--- src/design/sirs_lattice_site_update_assert.svh ---
// ============================================================================
// SIRS lattice site update - assertion macros
// Concurrent assertion helpers; compiled out when NO_ASSERTIONS is defined.
// ============================================================================
`ifndef SIRS_LATTICE_SITE_UPDATE_ASSERT_SVH
`define SIRS_LATTICE_SITE_UPDATE_ASSERT_SVH

`ifndef NO_ASSERTIONS
`define SLSU_ASSERT_SAME(lbl, ante, cons) \
    lbl: assert property (@(posedge clk) disable iff (!rst_n) (ante) |-> (cons)) \
        else $error("slsu assertion failed");
`define SLSU_ASSERT_NEXT(lbl, ante, cons) \
    lbl: assert property (@(posedge clk) disable iff (!rst_n) (ante) |=> (cons)) \
        else $error("slsu assertion failed");
`else
`define SLSU_ASSERT_SAME(lbl, ante, cons)
`define SLSU_ASSERT_NEXT(lbl, ante, cons)
`endif

`endif

--- src/design/slsu_pkg.sv ---
// ============================================================================
// SIRS lattice site update - package
// Shared types and constants.
// ============================================================================
`default_nettype none

package slsu_pkg;

    localparam int          QW      = 17;
    localparam logic [16:0] ONE_Q16 = 17'h10000;
    localparam logic [16:0] HALF_Q16 = 17'h08000;
    localparam int          PAW     = 4;

    localparam logic [1:0] CMD_WRITE  = 2'd0;
    localparam logic [1:0] CMD_UPDATE = 2'd1;
    localparam logic [1:0] CMD_READ   = 2'd2;

    localparam logic [PAW-1:0] ADDR_P_INFECT = 4'h0;
    localparam logic [PAW-1:0] ADDR_P_RECOVER = 4'h4;
    localparam logic [PAW-1:0] ADDR_P_RESUS  = 4'h8;

    typedef enum logic [1:0] {
        ST_SUS = 2'd0,
        ST_INF = 2'd1,
        ST_REC = 2'd2,
        ST_VAC = 2'd3
    } site_t;

    typedef enum logic [1:0] {
        OP_WRITE,
        OP_UPDATE,
        OP_READ,
        OP_NONE
    } op_t;

    typedef enum logic [1:0] {
        B_IDLE,
        B_OLD,
        B_NBR,
        B_FIN
    } bstate_t;

    typedef struct packed {
        logic             busy;
        logic [3:0][16:0] thr;
        logic [16:0]      p_recover;
        logic [16:0]      p_resus;
    } cfg_t;

    // nbr_ok order: up, down, left, right
    typedef struct packed {
        op_t         op;
        logic [3:0]  nbr_ok;
        logic [1:0]  status_in;
        logic [15:0] rand_value;
    } item_t;

endpackage

`default_nettype wire

--- src/design/slsu_front.sv ---
// ============================================================================
// SIRS lattice site update - front end
// Accepts items, classifies them and queues them for the back end.
// ============================================================================
`default_nettype none

module slsu_front #(
    parameter int GRID_SIDE = 256,
    parameter int AW        = 16
) (
    input  wire logic           clk,
    input  wire logic           rst_n,
    input  wire logic           in_valid,
    output logic                in_stall,
    input  wire logic [1:0]     command,
    input  wire logic [7:0]     row,
    input  wire logic [7:0]     col,
    input  wire logic [1:0]     status_in,
    input  wire logic [15:0]    rand_value,
    input  wire logic           busy,
    output logic                head_valid,
    output slsu_pkg::item_t     head_item,
    output logic [AW-1:0]       head_addr,
    input  wire logic           pop
);

    slsu_pkg::item_t item_q [2];
    logic [AW-1:0]   addr_q [2];
    logic            wr_ptr_reg;
    logic            rd_ptr_reg;
    logic [1:0]      count_reg;
    logic            push;
    logic            in_range;
    slsu_pkg::item_t cls;
    logic [AW-1:0]   addr;

    assign in_range = (32'(row) < GRID_SIDE) && (32'(col) < GRID_SIDE);
    assign addr     = AW'(32'(row) * GRID_SIDE + 32'(col));

    always_comb
    begin
        cls.status_in  = status_in;
        cls.rand_value = rand_value;
        cls.nbr_ok[3]  = (row != 8'd0);
        cls.nbr_ok[2]  = (32'(row) + 32'd1 < GRID_SIDE);
        cls.nbr_ok[1]  = (col != 8'd0);
        cls.nbr_ok[0]  = (32'(col) + 32'd1 < GRID_SIDE);
        cls.op         = slsu_pkg::OP_NONE;
        if (in_range)
        begin
            unique case (command)
                slsu_pkg::CMD_WRITE:  cls.op = slsu_pkg::OP_WRITE;
                slsu_pkg::CMD_UPDATE: cls.op = slsu_pkg::OP_UPDATE;
                slsu_pkg::CMD_READ:   cls.op = slsu_pkg::OP_READ;
                default:              cls.op = slsu_pkg::OP_NONE;
            endcase
        end
    end

    assign in_stall   = (count_reg == 2'd2) || busy;
    assign push       = in_valid && !in_stall;
    assign head_valid = (count_reg != 2'd0);
    assign head_item  = item_q[rd_ptr_reg];
    assign head_addr  = addr_q[rd_ptr_reg];

    always_ff @(posedge clk)
    begin
        if (push)
        begin
            item_q[wr_ptr_reg] <= cls;
            addr_q[wr_ptr_reg] <= addr;
        end
    end

    always_ff @(posedge clk or negedge rst_n)
    begin
        if (!rst_n)
        begin
            wr_ptr_reg <= 1'b0;
            rd_ptr_reg <= 1'b0;
            count_reg  <= '0;
        end
        else
        begin
            if (push)
            begin
                wr_ptr_reg <= !wr_ptr_reg;
            end
            if (pop)
            begin
                rd_ptr_reg <= !rd_ptr_reg;
            end
            if (push && !pop)
            begin
                count_reg <= count_reg + 2'd1;
            end
            else if (pop && !push)
            begin
                count_reg <= count_reg - 2'd1;
            end
        end
    end

endmodule

`default_nettype wire

--- config.mk ---
export PLATFORM = sky130hd
export DESIGN_NAME = slsu_front
export DESIGN_NICKNAME = d
export VERILOG_FILES = /design/src/design/sirs_lattice_site_update_assert.svh /design/src/design/slsu_pkg.sv /design/src/design/slsu_front.sv
export SDC_FILE = /design/constraint.sdc
export NUM_CORES = 1
export LEC_CHECK = 0
export BUFFER_PORTS_ARGS = -buffer_cell sky130_fd_sc_hd__clkbuf_2
export CORE_MARGIN = 3
export CORE_UTILIZATION = 47
export DETAILED_ROUTE_END_ITERATION = 10
export PLACE_DENSITY = 0.74
export SYNTH_ARGS = -nofsm -noshare
export SYNTH_HDL_FRONTEND = slang
export SYNTH_SLANG_ARGS = --single-unit
export TNS_END_PERCENT = 10
--- constraint.sdc ---
create_clock -name clk -period 2.9 [get_ports clk]
set_input_delay 0.29 -clock clk [delete_from_list [all_inputs] [get_ports clk]]
set_output_delay 0.29 -clock clk [all_outputs]
set_load 0.03 [all_outputs]
Yosys cells after proc, flatten, opt, wreduce, memory -nomap -nowiden
Memory sizes are Yosys's and may differ from the RTL's.
Index checks and enable logic that the tools add are counted.
{"block": "totals", "reg_bits": 4, "mem_bits_rw": 80, "in_bits": 41, "output_inout_bits": 42, "memories": 2}
{"block": "op_classes", "addsub": 5, "order_cmp": 2, "eq_ne": 3, "mux": 5, "reduce_logical": 14}
{"memory": "item_q", "depth": 2, "word_bits": 24, "read_ports": 1, "rd_clocked_by_memory_dff": 0, "write_ports": 1, "line_no": "slsu_front.sv:27", "text": "slsu_pkg::item_t item_q [2];"}
{"memory": "addr_q", "depth": 2, "word_bits": 16, "read_ports": 1, "rd_clocked_by_memory_dff": 0, "write_ports": 1, "line_no": "slsu_front.sv:28", "text": "logic [AW-1:0] addr_q [2];"}
{"op": "adder 8 x 1 -> 9 bit (second input constant)", "count": 2}
{"op": "< comparator 9 bit (second input constant)", "count": 2}
{"op": "adder 16 x 8 -> 16 bit", "count": 1}
{"op": "nonzero test 8 bit", "count": 2}
{"op": "case mux 2 bit (3 select lines)", "count": 1}
{"op": "zero test 1 bit", "count": 5}
{"op": "== test 2 bit (second input constant)", "count": 2}
{"op": "two-way mux 2 bit", "count": 2}
{"op": "nonzero test 2 bit", "count": 2}
{"op": "logical AND 1 bit", "count": 3}
{"op": "adder 2 x 1 -> 2 bit (second input constant)", "count": 1}
{"op": "== test 2 x 1 -> 1 bit (second input constant)", "count": 1}
{"op": "zero test 2 bit", "count": 1}
{"op": "two-way mux 1 bit", "count": 2}
{"op": "subtractor 2 x 1 -> 2 bit (second input constant)", "count": 1}
{"op": "logical OR 1 bit", "count": 1}

Longest topological paths before layout
{"block": "logic_depth", "word_depth": 8, "ltp_mapped": 7, "ltp_nobuf": 7}

Worst setup path after synthesis
OpenSTA, ideal clock, no wires.
{"block": "synth_path", "path_type": "reg2reg", "start": "register count_reg[0]", "end": "memory addr_q[0][0] (enable)", "setup_time_ps": 437, "arrival_ps": 2296, "path_slack_ps": 166, "path_stages_with_launch": 4, "path_buffers": 0, "synth_period_minus_slack_ps": 2734, "path_cell_list": "dfrtp_1 -> nand2b_1 -> nand2_1 -> nor2_1"}
{"block": "synth_via", "elab_chain_cells": 6}
{"item": "from (decl)", "line_no": "slsu_front.sv:31", "text": "logic [1:0] count_reg;"}
{"item": "from (signal assigned)", "line_no": "slsu_front.sv:95", "text": "count_reg <= count_reg + 2'd1;"}
{"item": "from (signal assigned)", "line_no": "slsu_front.sv:99", "text": "count_reg <= count_reg - 2'd1;"}
{"item": "== test 2 bit", "line_no": "slsu_front.sv:60", "text": "assign in_stall = (count_reg == 2'd2) || busy;"}
{"item": "logical OR 1 bit", "line_no": "slsu_front.sv:60"}
{"item": "zero test 1 bit", "line_no": "slsu_front.sv:61", "text": "assign push = in_valid && !in_stall;"}
{"item": "logical AND 1 bit", "line_no": "slsu_front.sv:61"}
{"item": "two-way mux 1 bit", "line_no": "slsu_front.sv:68", "text": "if (push)"}
{"item": "two-way mux 1 bit (not written as such)", "line_no": "slsu_front.sv:71", "text": "addr_q[wr_ptr_reg] <= addr;"}
{"item": "to (decl)", "line_no": "slsu_front.sv:28"}
No other way between the ends.

==> results_dict.tcl <==
set metrics [dict create \
    reg2regPathDepth 3 \
    clkTransAtPathRegs_ns 0.08 \
    r2r-start "count_reg[0]" \
    gp_congestion 0.712 \
    crit_type "reg -> out" \
    first_pass_iters 4 \
    die_w_microns 90.8 \
    syn_area_sq_mm 0.00338 \
    regArea_sq_mm 0.00250 \
    layout_setup_ws_ns 0.733 \
    critPathLaunch "rd_ptr_reg" \
    startpoint_type "flop" \
    crit_family "flip-flops" \
    drive_gt1_share_pct 56.6 \
    synth.distinct_cells 19 \
    yosysSeqAreaShare_pct 74.1 \
    antenna_found_initial 0 \
    drt_iter0_drc 86 \
    core_sq_mm 0.00687 \
    ys_ff_latch 84 \
    viasPerCell 4.77 \
    ir_drop_mv 0.574 \
    placedInstanceArea_sq_mm 0.00386 \
    postRouteAntennaNets 0 \
    vias 1680 \
    nets 293 \
    design_area_sq_mm 0.00408 \
    cts_resized 0 \
    stdcell_count 352 \
    crit_cells 3 \
    critPathMaxFanout 24 \
    cp.arrival_ns 1.88 \
    finClkSkew_ns 0.00963 \
    dieArea_sq_mm 0.00824 \
    htreeDepth 3 \
    multiInputGateArea_sq_um 774 \
    leakagePower_nw 1.64 \
    grt_pass1_vias 1774 \
    cp_slowest_stage_delay_ns 0.74 \
    cpMaxStageDelayCell "dfrtp_2" \
    worstHoldStart "command[0]" \
    wl_mm 5.55 \
    fmax_mhz 461 \
    cts_root_buf "clkbuf_8" \
    hpwl_mm 3.88 \
    area_delta_synth_final_pct 20.8 \
    p_per_area_mw_per_mm2 948 \
    cts_tree "built" \
    fin_crit_ns 2.17 \
    yosysWarnings 0 \
    fillers 520 \
    rsz0062_at_grt "no" \
    row_count 30 \
    initial_core_util_pct 49.2 \
    synthesis.nets 202 \
    insertion_delay_ns 0.33 \
    cap_violations 0 \
    wl_per_cell_microns 15.8 \
    gr-total-overflow 0 \
    path_buf_inv 2 \
    status "finished, final reports clean" \
    timing.setup.tns_ns 0 \
    max_slew.worst_pin.slew_ns 0.574 \
    hp-class "in -> reg" \
    dpl_worst_slack_ns 1.06 \
    grt_max_degree 41 \
    synth_cells 160 \
    grt_pass1_wl_mm 8.95 \
    clockBufferDepth 2 \
    worst-endpoint-required_ns 2.61 \
    port_buffers 82 \
    numCtsBuffers 9 \
    io_pins 83 \
    report.final.slew_viol_count 0 \
    avgSynthCellArea_sq_um 21.1 \
    whs_path_depth 1 \
    drc_errors 0 \
    clock-sinks 84 \
    largest_register_ff_count 48 \
    grt_usage_pct 14.1 \
    crit_path_end_kind "primary output" \
    hold_viol 0 \
    diodes 0 \
    cp_cell_sequence "buf_12 > mux2_4 > clkbuf_2" \
    placedCellCount 335 \
    setup_viol 0 \
    finalCritPeriodShare_pct 74.7 \
    die_h_microns 90.8 \
    slew_headroom_pct 61.7 \
]
==> metrics by stage <==
step,hold slack (ns),util [%],total power [mW]
2_1_floorplan,-0.00559,-,2.82
3_3_place_gp,0.108,56.2,3.04
3_5_place_dp,0.108,56.2,3.05
4_1_cts,0.127,59.4,3.91
5_1_grt,0.128,59.4,4.03
6_report,0.148,59.4,3.87
==> cell type report <==
cell class	count	share of cell area [%]
Clock buffer	12	3.31
Clock inverter	4	1.81
Inverter	3	0.276
Multi-Input combinational cell	66	19.0
Sequential cell	84	61.3
Tap cell	96	2.94
Timing Repair Buffer	87	11.3
==> kinds of logic after synthesis <==
| family | after synthesis | share of synthesized area [%] |
|---|---|---|
| adder cells (fa/ha/maj) | 1 | 0.370 |
| flip-flops | 84 | 74.1 |
| buffers and inverters | 10 | 3.26 |
| AND/OR/NAND/NOR | 20 | 3.33 |
| XOR/XNOR | 5 | 1.30 |
| multiplexers | 40 | 17.7 |
==> repair_timing <==
| action | CTS | global route |
|---|---|---|
| hold buffers | 1 | 0 |
| hold endpoints to repair | 4 | 0 |
| buffers inserted | 0 | 0 |
==> per-layer routing <==
metal | wire [microns] | vias up | track usage, %
li1 | - | 801 | -
met1 | 2320 | 830 | 17.4
met2 | 2920 | 43 | 23.5
met3 | 231 | 6 | 3.17
met4 | 78 | 0 | 7.04
met5 | 0 | - | 0
==> report_power, final <==
group | internal (mW) | leakage (nW) | switching [mW]
sequential | 1.51 | 0.771 | 0.124
combinational | 0.584 | 0.766 | 0.786
clock | 0.487 | 0.105 | 0.376
total | 2.58 | 1.64 | 1.29
==> cell usage after synthesis <==
| master | instances | area [sq um] |
|---|---|---|
| clkbuf_1 | 2 | 7.51 |
| nand2_1 | 3 | 11.3 |
| nor4_1 | 4 | 25.0 |
| inv_1 | 3 | 11.3 |
| mux2_4 | 39 | 586 |
| nor2_1 | 2 | 7.51 |
| buf_6 | 1 | 11.3 |
| dfrtp_1 | 4 | 100 |
| or2_2 | 3 | 18.8 |
| edfxtp_1 | 80 | 2400 |
| ha_1 | 1 | 12.5 |
| and3_1 | 1 | 6.26 |
| mux2_2 | 1 | 11.3 |
| nand2b_1 | 1 | 6.26 |
| nor2b_1 | 2 | 12.5 |
| nand4_1 | 4 | 25.0 |
| buf_12 | 4 | 80.1 |
| xnor2_1 | 2 | 17.5 |
| xor2_1 | 3 | 26.3 |
==> worst reg2reg max path, stage by stage (launching register included) <==
cell,delay [ns]
dfrtp_1,0.42
nand2b_1,0.16
and3_2,0.46
buf_4,0.33
==> cells in the final DEF, fill, tap and decap left out, drive strengths merged <==
master and count:
or2 3, edfxtp 80, bufinv 2, buf 4, dlygate4sd3 1, mux2 40
and3 1, nand2 3, inv 3, clkbuf 94, nand4 4, dfrtp 4
xnor2 2, nor2 2, ha 1, xor2 3, nand2b 1, nor2b 2
nor4 4, clkinv 2
==> worst paths after layout <==
| path | to | slack [ns] |
|---|---|---|
| setup / recovery | head_item[6] | 0.73 |
| hold / removal | item_q[1][22] | 0.15 |
| setup reg to reg | addr_q[1][1] | 1.23 |
| hold reg to reg | count_reg[1] | 0.50 |
| max in group asynchronous | rd_ptr_reg | 2.45 |
| min in group asynchronous | wr_ptr_reg | 0.31 |
(Power assumes the default switching activity.)
