===== src/design/sirs_lattice_site_update_assert.svh =====
// ============================================================================
// SIRS lattice site update - assertion macros
// Concurrent assertion helpers; compiled out when NO_ASSERTIONS is defined.
// ============================================================================
`ifndef SIRS_LATTICE_SITE_UPDATE_ASSERT_SVH
`define SIRS_LATTICE_SITE_UPDATE_ASSERT_SVH

`ifndef NO_ASSERTIONS
`define SLSU_ASSERT_SAME(lbl, ante, cons) \
    lbl: assert property (@(posedge clk) disable iff (!rst_n) (ante) |-> (cons)) \
        else $error("slsu assertion failed");
`define SLSU_ASSERT_NEXT(lbl, ante, cons) \
    lbl: assert property (@(posedge clk) disable iff (!rst_n) (ante) |=> (cons)) \
        else $error("slsu assertion failed");
`else
`define SLSU_ASSERT_SAME(lbl, ante, cons)
`define SLSU_ASSERT_NEXT(lbl, ante, cons)
`endif

`endif


===== src/design/slsu_pkg.sv =====
// ============================================================================
// SIRS lattice site update - package
// Shared types and constants.
// ============================================================================
`default_nettype none

package slsu_pkg;

    localparam int          QW      = 17;
    localparam logic [16:0] ONE_Q16 = 17'h10000;
    localparam logic [16:0] HALF_Q16 = 17'h08000;
    localparam int          PAW     = 4;

    localparam logic [1:0] CMD_WRITE  = 2'd0;
    localparam logic [1:0] CMD_UPDATE = 2'd1;
    localparam logic [1:0] CMD_READ   = 2'd2;

    localparam logic [PAW-1:0] ADDR_P_INFECT = 4'h0;
    localparam logic [PAW-1:0] ADDR_P_RECOVER = 4'h4;
    localparam logic [PAW-1:0] ADDR_P_RESUS  = 4'h8;

    typedef enum logic [1:0] {
        ST_SUS = 2'd0,
        ST_INF = 2'd1,
        ST_REC = 2'd2,
        ST_VAC = 2'd3
    } site_t;

    typedef enum logic [1:0] {
        OP_WRITE,
        OP_UPDATE,
        OP_READ,
        OP_NONE
    } op_t;

    typedef enum logic [1:0] {
        B_IDLE,
        B_OLD,
        B_NBR,
        B_FIN
    } bstate_t;

    typedef struct packed {
        logic             busy;
        logic [3:0][16:0] thr;
        logic [16:0]      p_recover;
        logic [16:0]      p_resus;
    } cfg_t;

    // nbr_ok order: up, down, left, right
    typedef struct packed {
        op_t         op;
        logic [3:0]  nbr_ok;
        logic [1:0]  status_in;
        logic [15:0] rand_value;
    } item_t;

endpackage

`default_nettype wire


===== src/design/slsu_cfg.sv =====
// ============================================================================
// SIRS lattice site update - configuration
// APB registers and the sequential infection threshold builder.
// ============================================================================
`default_nettype none

module slsu_cfg (
    input  wire logic                     clk,
    input  wire logic                     rst_n,
    input  wire logic                     psel,
    input  wire logic                     penable,
    input  wire logic                     pwrite,
    input  wire logic [slsu_pkg::PAW-1:0] paddr,
    input  wire logic [31:0]              pwdata,
    output logic      [31:0]              prdata,
    output logic                          pready,
    output slsu_pkg::cfg_t                cfg
);

    logic [16:0]      p_infect_reg;
    logic [16:0]      p_recover_reg;
    logic [16:0]      p_resus_reg;
    logic [3:0][16:0] thr_reg;
    logic [16:0]      s_reg;
    logic [16:0]      q_reg;
    logic [1:0]       k_reg;
    logic             busy_reg;
    logic             wr;
    logic [16:0]      wv;
    logic [16:0]      sat;
    logic [33:0]      prod;
    logic [33:0]      sum;
    logic [16:0]      s_next;

    assign pready = 1'b1;
    assign wr     = psel && penable && pwrite;
    assign wv     = pwdata[16:0];
    assign sat    = (wv > slsu_pkg::ONE_Q16) ? slsu_pkg::ONE_Q16 : wv;
    assign prod   = s_reg * q_reg;
    assign sum    = prod + {17'd0, slsu_pkg::HALF_Q16};
    assign s_next = sum[32:16];

    always_ff @(posedge clk or negedge rst_n)
    begin
        if (!rst_n)
        begin
            p_infect_reg  <= '0;
            p_recover_reg <= '0;
            p_resus_reg   <= '0;
            thr_reg       <= '0;
            s_reg         <= '0;
            q_reg         <= '0;
            k_reg         <= '0;
            busy_reg      <= 1'b0;
        end
        else
        begin
            if (wr && paddr == slsu_pkg::ADDR_P_INFECT)
            begin
                p_infect_reg <= sat;
                q_reg        <= slsu_pkg::ONE_Q16 - sat;
                s_reg        <= slsu_pkg::ONE_Q16;
                k_reg        <= '0;
                busy_reg     <= 1'b1;
            end
            else if (busy_reg)
            begin
                s_reg          <= s_next;
                thr_reg[k_reg] <= slsu_pkg::ONE_Q16 - s_next;
                k_reg          <= k_reg + 2'd1;
                if (k_reg == 2'd3)
                begin
                    busy_reg <= 1'b0;
                end
            end
            if (wr && paddr == slsu_pkg::ADDR_P_RECOVER)
            begin
                p_recover_reg <= sat;
            end
            if (wr && paddr == slsu_pkg::ADDR_P_RESUS)
            begin
                p_resus_reg <= sat;
            end
        end
    end

    always_comb
    begin
        prdata = '0;
        unique case (paddr)
            slsu_pkg::ADDR_P_INFECT:  prdata = {15'd0, p_infect_reg};
            slsu_pkg::ADDR_P_RECOVER: prdata = {15'd0, p_recover_reg};
            slsu_pkg::ADDR_P_RESUS:   prdata = {15'd0, p_resus_reg};
            default:                  prdata = '0;
        endcase
    end

    assign cfg.busy      = busy_reg;
    assign cfg.thr       = thr_reg;
    assign cfg.p_recover = p_recover_reg;
    assign cfg.p_resus   = p_resus_reg;

endmodule

`default_nettype wire


===== config.mk =====
export PLATFORM = sky130hd
export DESIGN_NAME = slsu_cfg
export DESIGN_NICKNAME = d
export VERILOG_FILES = /design/src/design/sirs_lattice_site_update_assert.svh /design/src/design/slsu_pkg.sv /design/src/design/slsu_cfg.sv
export SDC_FILE = /design/constraint.sdc
export NUM_CORES = 1
export LEC_CHECK = 0
export ABC_AREA = 1
export BUFFER_PORTS_ARGS = -buffer_cell sky130_fd_sc_hd__buf_2
export CAP_MARGIN = 10
export CORE_MARGIN = 2
export CORE_UTILIZATION = 46
export CTS_CLUSTER_DIAMETER = 120
export DETAILED_ROUTE_END_ITERATION = 16
export SLEW_MARGIN = 20
export SYNTH_ARGS = -nofsm -noshare
export SYNTH_HDL_FRONTEND = slang
export SYNTH_SLANG_ARGS = --single-unit
export TNS_END_PERCENT = 20

===== constraint.sdc =====
create_clock -name clk -period 7.6 [get_ports clk]
set_clock_uncertainty 0.15 [all_clocks]
set_input_delay 0.38 -clock clk [delete_from_list [all_inputs] [get_ports clk]]
set_output_delay 0.38 -clock clk [all_outputs]
set_load 0.02 [all_outputs]

======== Word-level counts from Yosys, hierarchy flattened ========
Index checks and enable logic that the tools add are counted.
word-level totals
  register bits after elaboration ......... 156
  input bits .............................. 41
  output and inout bits ................... 136
  word-level logic and storage cells ...... 44
cells by class
  $add $sub $neg .......................... 4
  multipliers ............................. 1
  $lt $le $gt $ge ......................... 3
  equality and inequality tests ........... 3
  multiplexer cells ....................... 12
  bitwise logic cells ..................... 1
  reductions and logical operators ........ 9
operator list
  operator                count
  $bwmux 68               1
  $mux 17                 4
  $pmux 17 s3             1
  $demux 17 s2            1
  $sub 17x17->17 const A  2
  $add 33x16->33 const B  1
  $mul 17x17->33          1
  $gt 17x17->1 const B    1
  $logic_and 1x1->1       6
  $eq 4x3->1 const B      1
  $eq 4x4->1 const B      1
  $logic_not 4->1         1
  $mux 2                  2
  $lt 2x3->1 const B      1
  $mux 1                  3
  $add 2x1->2 const B     1
  $eq 2x2->1 const B      1
  $ge 2x1->1 const B      1
  $reduce_and 2->1        1
  $reduce_bool 2->1       1
  $not 1->1               1

======== Logic depth before layout (Yosys ltp) ========
  depth in word-level cells ............... 5
  depth in mapped cells ................... 35

======== Worst setup path before layout ========
OpenSTA, ideal clock, no wires.
  kind .................................... register to register
  start ................................... register s_reg[10]
  end ..................................... register thr_reg (netlist bit cfg[44])
  setup time .............................. 117 ps
  arrival time ............................ 6,134 ps
  data required time ...................... 7,333 ps
  path slack .............................. 1,199 ps
  cell stages (with the launch flop) ...... 29
  buffers on the path ..................... 2
  cells stage by stage .................... dfrtp_1 -> clkbuf_1 -> clkbuf_1 -> nand2_1 -> fa_1 -> fa_1 -> fa_1 -> fa_1 -> inv_1 -> fa_1 -> inv_1 -> fa_1 -> inv_1 -> ha_1 -> nand2_1 -> nor2_1 -> inv_1 -> nor3_2 -> nand2_2 -> nand2_4 -> xor2_4 -> ha_1 -> nand3_1 -> nor2_2 -> nand3_2 -> nor2_4 -> nand2_1 -> nand3_1 -> nand2_1
between the ends
  longest elaborated chain between the ends .. 4
ends and longest elaborated chain
  what                           line            RTL
  start, declared                slsu_cfg.sv:24  logic [16:0] s_reg;
  start signal, assigned         slsu_cfg.sv:62  s_reg <= slsu_pkg::ONE_Q16;
  start signal, assigned         slsu_cfg.sv:68  s_reg <= s_next;
  $mul 17x17->33                 slsu_cfg.sv:39  assign prod = s_reg * q_reg;
  $add 33x16->33                 slsu_cfg.sv:40  assign sum = prod + {17'd0, slsu_pkg::HALF_Q16};
  $sub 17x17->17                 slsu_cfg.sv:69  thr_reg[k_reg] <= slsu_pkg::ONE_Q16 - s_next;
  $bwmux 68                      slsu_cfg.sv:69
  end signal, assigned by index  slsu_cfg.sv:69
  end, declared                  slsu_cfg.sv:23  logic [3:0][16:0] thr_reg;
Every way passes these cells.
A chain may end at the register's enable or synchronous reset.

======== Worst setup path after layout ========
  start ................................... register s_reg[6]
  end ..................................... register thr_reg (netlist bit cfg[61])
The elaborated chain is that of the path after synthesis.

==> results.txt <==
* Status: completed
* Num rows: 71
- The initial antenna violation count was 0.
* Unrepaired setup endpoints after global routing: false
- The share of the Yosys chip area taken by registers is 0.2189.
* Layout cells sized above 1: 0.1159
* Top flip-flop cell by instance count after synthesis: sky130_fd_sc_hd__dfrtp_1
- No sink is reached through more buffers than the 2 on the longest clock path.
- Clock edge transition at the registers on the reported setup and hold paths: 0.07 ns
- Sorting the synthesized cells by how often they occur yields sky130_fd_sc_hd__nand2_1 (741), sky130_fd_sc_hd__inv_1 (549), sky130_fd_sc_hd__fa_1 (223), sky130_fd_sc_hd__dfrtp_1 (155).
- Data on the critical path arrives at its endpoint at 7.25 ns.
* Total gr overflow: 0
- The die covers 40110 um2.
- For this run, the total global-route usage over all layers was measured as 0.2472.
- Setup TNS Final: 0 ns
* Vias after detailed routing: 14820
* Netlist area before placement: 17720 um2
- Maximum clock rate: 141.5 MHz
* Maximum number of pins on one net before global-route repair: 83
- Floorplan core area: 37840 um2
- TritonCTS built the clock tree.
- Type of the tightest min-delay check: in2reg
- sky130_fd_sc_hd__nand2_1 is the most common cell in the netlist.
- Width of the chip: 200.3 um
* Count of unique library cells instantiated by Yosys: 43
- Synth area leader: sky130_fd_sc_hd__fa_1
- The Yosys step of the flow raised 0 warnings.
* Clock root buffer master: sky130_fd_sc_hd__clkbuf_16
* Total number of clock tree sinks: 155
- Pin placement for this block handled 177 I/O pins.
* Endpoint type of the worst setup path: flop
- Endpoints failing setup: 0
- The number of global-route vias before repair came to 15450.
* Yosys top cell area share: 0.2519
- Required time worst endpoint: 7.78 ns
- At the pin with the least slew margin, the transition time is 0.9970 ns.
- Flip-flop count of the largest register, all copies and words added: 68
- Ratio of routed vias to standard cells: 4.977
- Number of enable flip-flop cells after synthesis: 0
* Number of cells produced by synthesis: 2357
- Initial standard-cell utilization of the core: 0.4683
- Measured along the y axis, the die boundary spans 200.3 um.
* Final min period: 7.066 ns
* Placed Cells: 2945
* Clk Latency, worst-skew pair: 0.45 ns
* CP Max Fanout: 18
- The number of gates resized after CTS was 0.
* Total Routed Length: 47.98 mm
- In the synthesized netlist the async set-or-reset flop fraction comes to 1.000.
- Routed length per placed instance: 16.11 um
- Final routed DRC violation total: 0
* Avg Cell Area, Syn: 7.519 um2
- Synthesis inferred 155 register bits.
* Wire length of the first global-routing pass: 79.26 mm
* Share of the clock period used by the worst path after layout: 0.9297
* Detailed placement HPWL: 38.15 mm
* Final number of hold-violating endpoints: 0
* Fin. max-slew vios: 0
- The worst setup path is launched from a flop.
- Final net count: 2836
- Buffers placed on the I/O ports in this run total 145.
- Routability-driven placement finished with a final weighted congestion of 0.8986.
- Leaving out filler cells and counting taps, the final layout contains 2978.
- By startpoint and endpoint, the worst setup path is classified as reg2reg.
* Max-cap check violation count: 0
- Layout overhead on the synthesized area: 10.18%
- Ranking of synthesized cells by area: sky130_fd_sc_hd__fa_1 (25%), sky130_fd_sc_hd__dfrtp_1 (22%), sky130_fd_sc_hd__nand2_1 (16%), sky130_fd_sc_hd__inv_1 (12%), sky130_fd_sc_hd__ha_1 (8.3%)
- Initial DRC count: 775
* Diodes inserted: 0
- The clock tree synthesis step divided the H-tree into 4 levels.
- The worst pin sits at a relative slew slack of 0.3344.
- Final antenna-violating net count: 0
- TritonCTS created 17 clock buffers.
- The first detailed-routing pass ran for 5 iterations.
[routing by layer]
layer  GRT usage  routed length [um]  up-vias
met5           0                   0        -
met4     0.07037                 951        0
met3     0.03645                2705       56
met2      0.4154               22870      425
met1      0.3334               21450     7248
li1            -                   -     7092
[through the flow]
step / utilization / instance area, um2 / hold WS (ns) / setup WS [ns]
4_1_cts: 0.5160 / 19530 / 0.07490 / 0.5238
3_3_place_gp: 0.4989 / 18880 / 0.3094 / 0.5662
6_report: 0.5160 / 19530 / 0.09440 / 0.5342
3_5_place_dp: 0.4989 / 18880 / 0.3121 / 0.5561
2_1_floorplan: - / 17770 / -0.06559 / 1.199
5_1_grt: 0.5160 / 19530 / 0.09549 / 0.08935
[what timing repair did]
action,4_1_cts,5_1_grt
hold buffers,1,0
setup buffers,0,0
hold endpoints to repair,81,0
[area by class of cell]
cell class	instances	area [um2]
tap	511	639.4
timing repair buffer	178	982.2
clock buffer	19	452.9
multi-input combinational	1535	11260
inverter	567	2128
clock inverter	13	181.4
sequential	155	3879
fill	3785	18320
[layout by cell type (no fill, tap or decap), drive strengths merged]
cell type and instances:
clkinv 4, dfrtp 155, nor3 19, a31oi 2, xnor2 6, nor4 2
nand4 11, o21ai 115, nand2 763, conb 16, clkbuf 19, inv 570
nor2 77, o21bai 5, o211ai 14, xor2 8, clkinvlp 3, o21a 1
nand3 128, o221ai 1, a21oi 20, bufinv 3, nand3b 1, dlygate4sd3 1
buf 177, ha 118, a221oi 1, and2 2, fa 223, o22ai 2
[critical path, cell delays in order (launching register included)]
cell                      delay, ns
sky130_fd_sc_hd__dfrtp_1       0.94
sky130_fd_sc_hd__nand2_1       0.18
sky130_fd_sc_hd__fa_1          0.58
sky130_fd_sc_hd__inv_1         0.05
sky130_fd_sc_hd__fa_1          0.50
sky130_fd_sc_hd__inv_1         0.06
sky130_fd_sc_hd__fa_1          0.53
sky130_fd_sc_hd__inv_1         0.05
sky130_fd_sc_hd__fa_1          0.47
sky130_fd_sc_hd__fa_1          0.51
sky130_fd_sc_hd__fa_1          0.44
sky130_fd_sc_hd__ha_1          0.34
sky130_fd_sc_hd__nand2_1       0.12
sky130_fd_sc_hd__nor2_1        0.16
sky130_fd_sc_hd__inv_1         0.10
sky130_fd_sc_hd__nor3_2        0.19
sky130_fd_sc_hd__nand2_2       0.10
sky130_fd_sc_hd__nand2_4       0.09
sky130_fd_sc_hd__xor2_4        0.16
sky130_fd_sc_hd__ha_1          0.21
sky130_fd_sc_hd__nand3_1       0.11
sky130_fd_sc_hd__nor2_2        0.21
sky130_fd_sc_hd__nand3_2       0.17
sky130_fd_sc_hd__nor2_4        0.19
sky130_fd_sc_hd__nand2_1       0.14
sky130_fd_sc_hd__nand3_1       0.11
sky130_fd_sc_hd__nand2_1       0.06
[logic make-up (layout without fill, tap and decap cells)]
kind of cell    after synthesis  after routing  share of synthesized area
fa+ha+maj                   341            341                     0.3352
flops                       155            155                     0.2189
compound gates              161            161                    0.04942
simple gates               1003           1003                     0.2383
xor+xnor                     14             14                   0.008825
other cells                   2             16                  0.0004238
buf+inv                     681            777                     0.1490
[worst paths after layout]
kind                             from          endpoint  slack (ns)  depth (start not counted)
min                        pwdata[16]   p_resus_reg[16]        0.09                          3
min reg2reg                   cfg[47]           cfg[47]        0.33                          2
max                          s_reg[6]           cfg[61]        0.53                         26
max in group asynchronous       rst_n  p_infect_reg[11]        5.42                          3
max reg2reg                  s_reg[6]           cfg[61]        0.53                         26
min in group asynchronous       rst_n           cfg[62]        0.41                          2
Power is not shown: default switching activity piles up to over one toggle a cycle in this logic, so the estimate is an artifact.
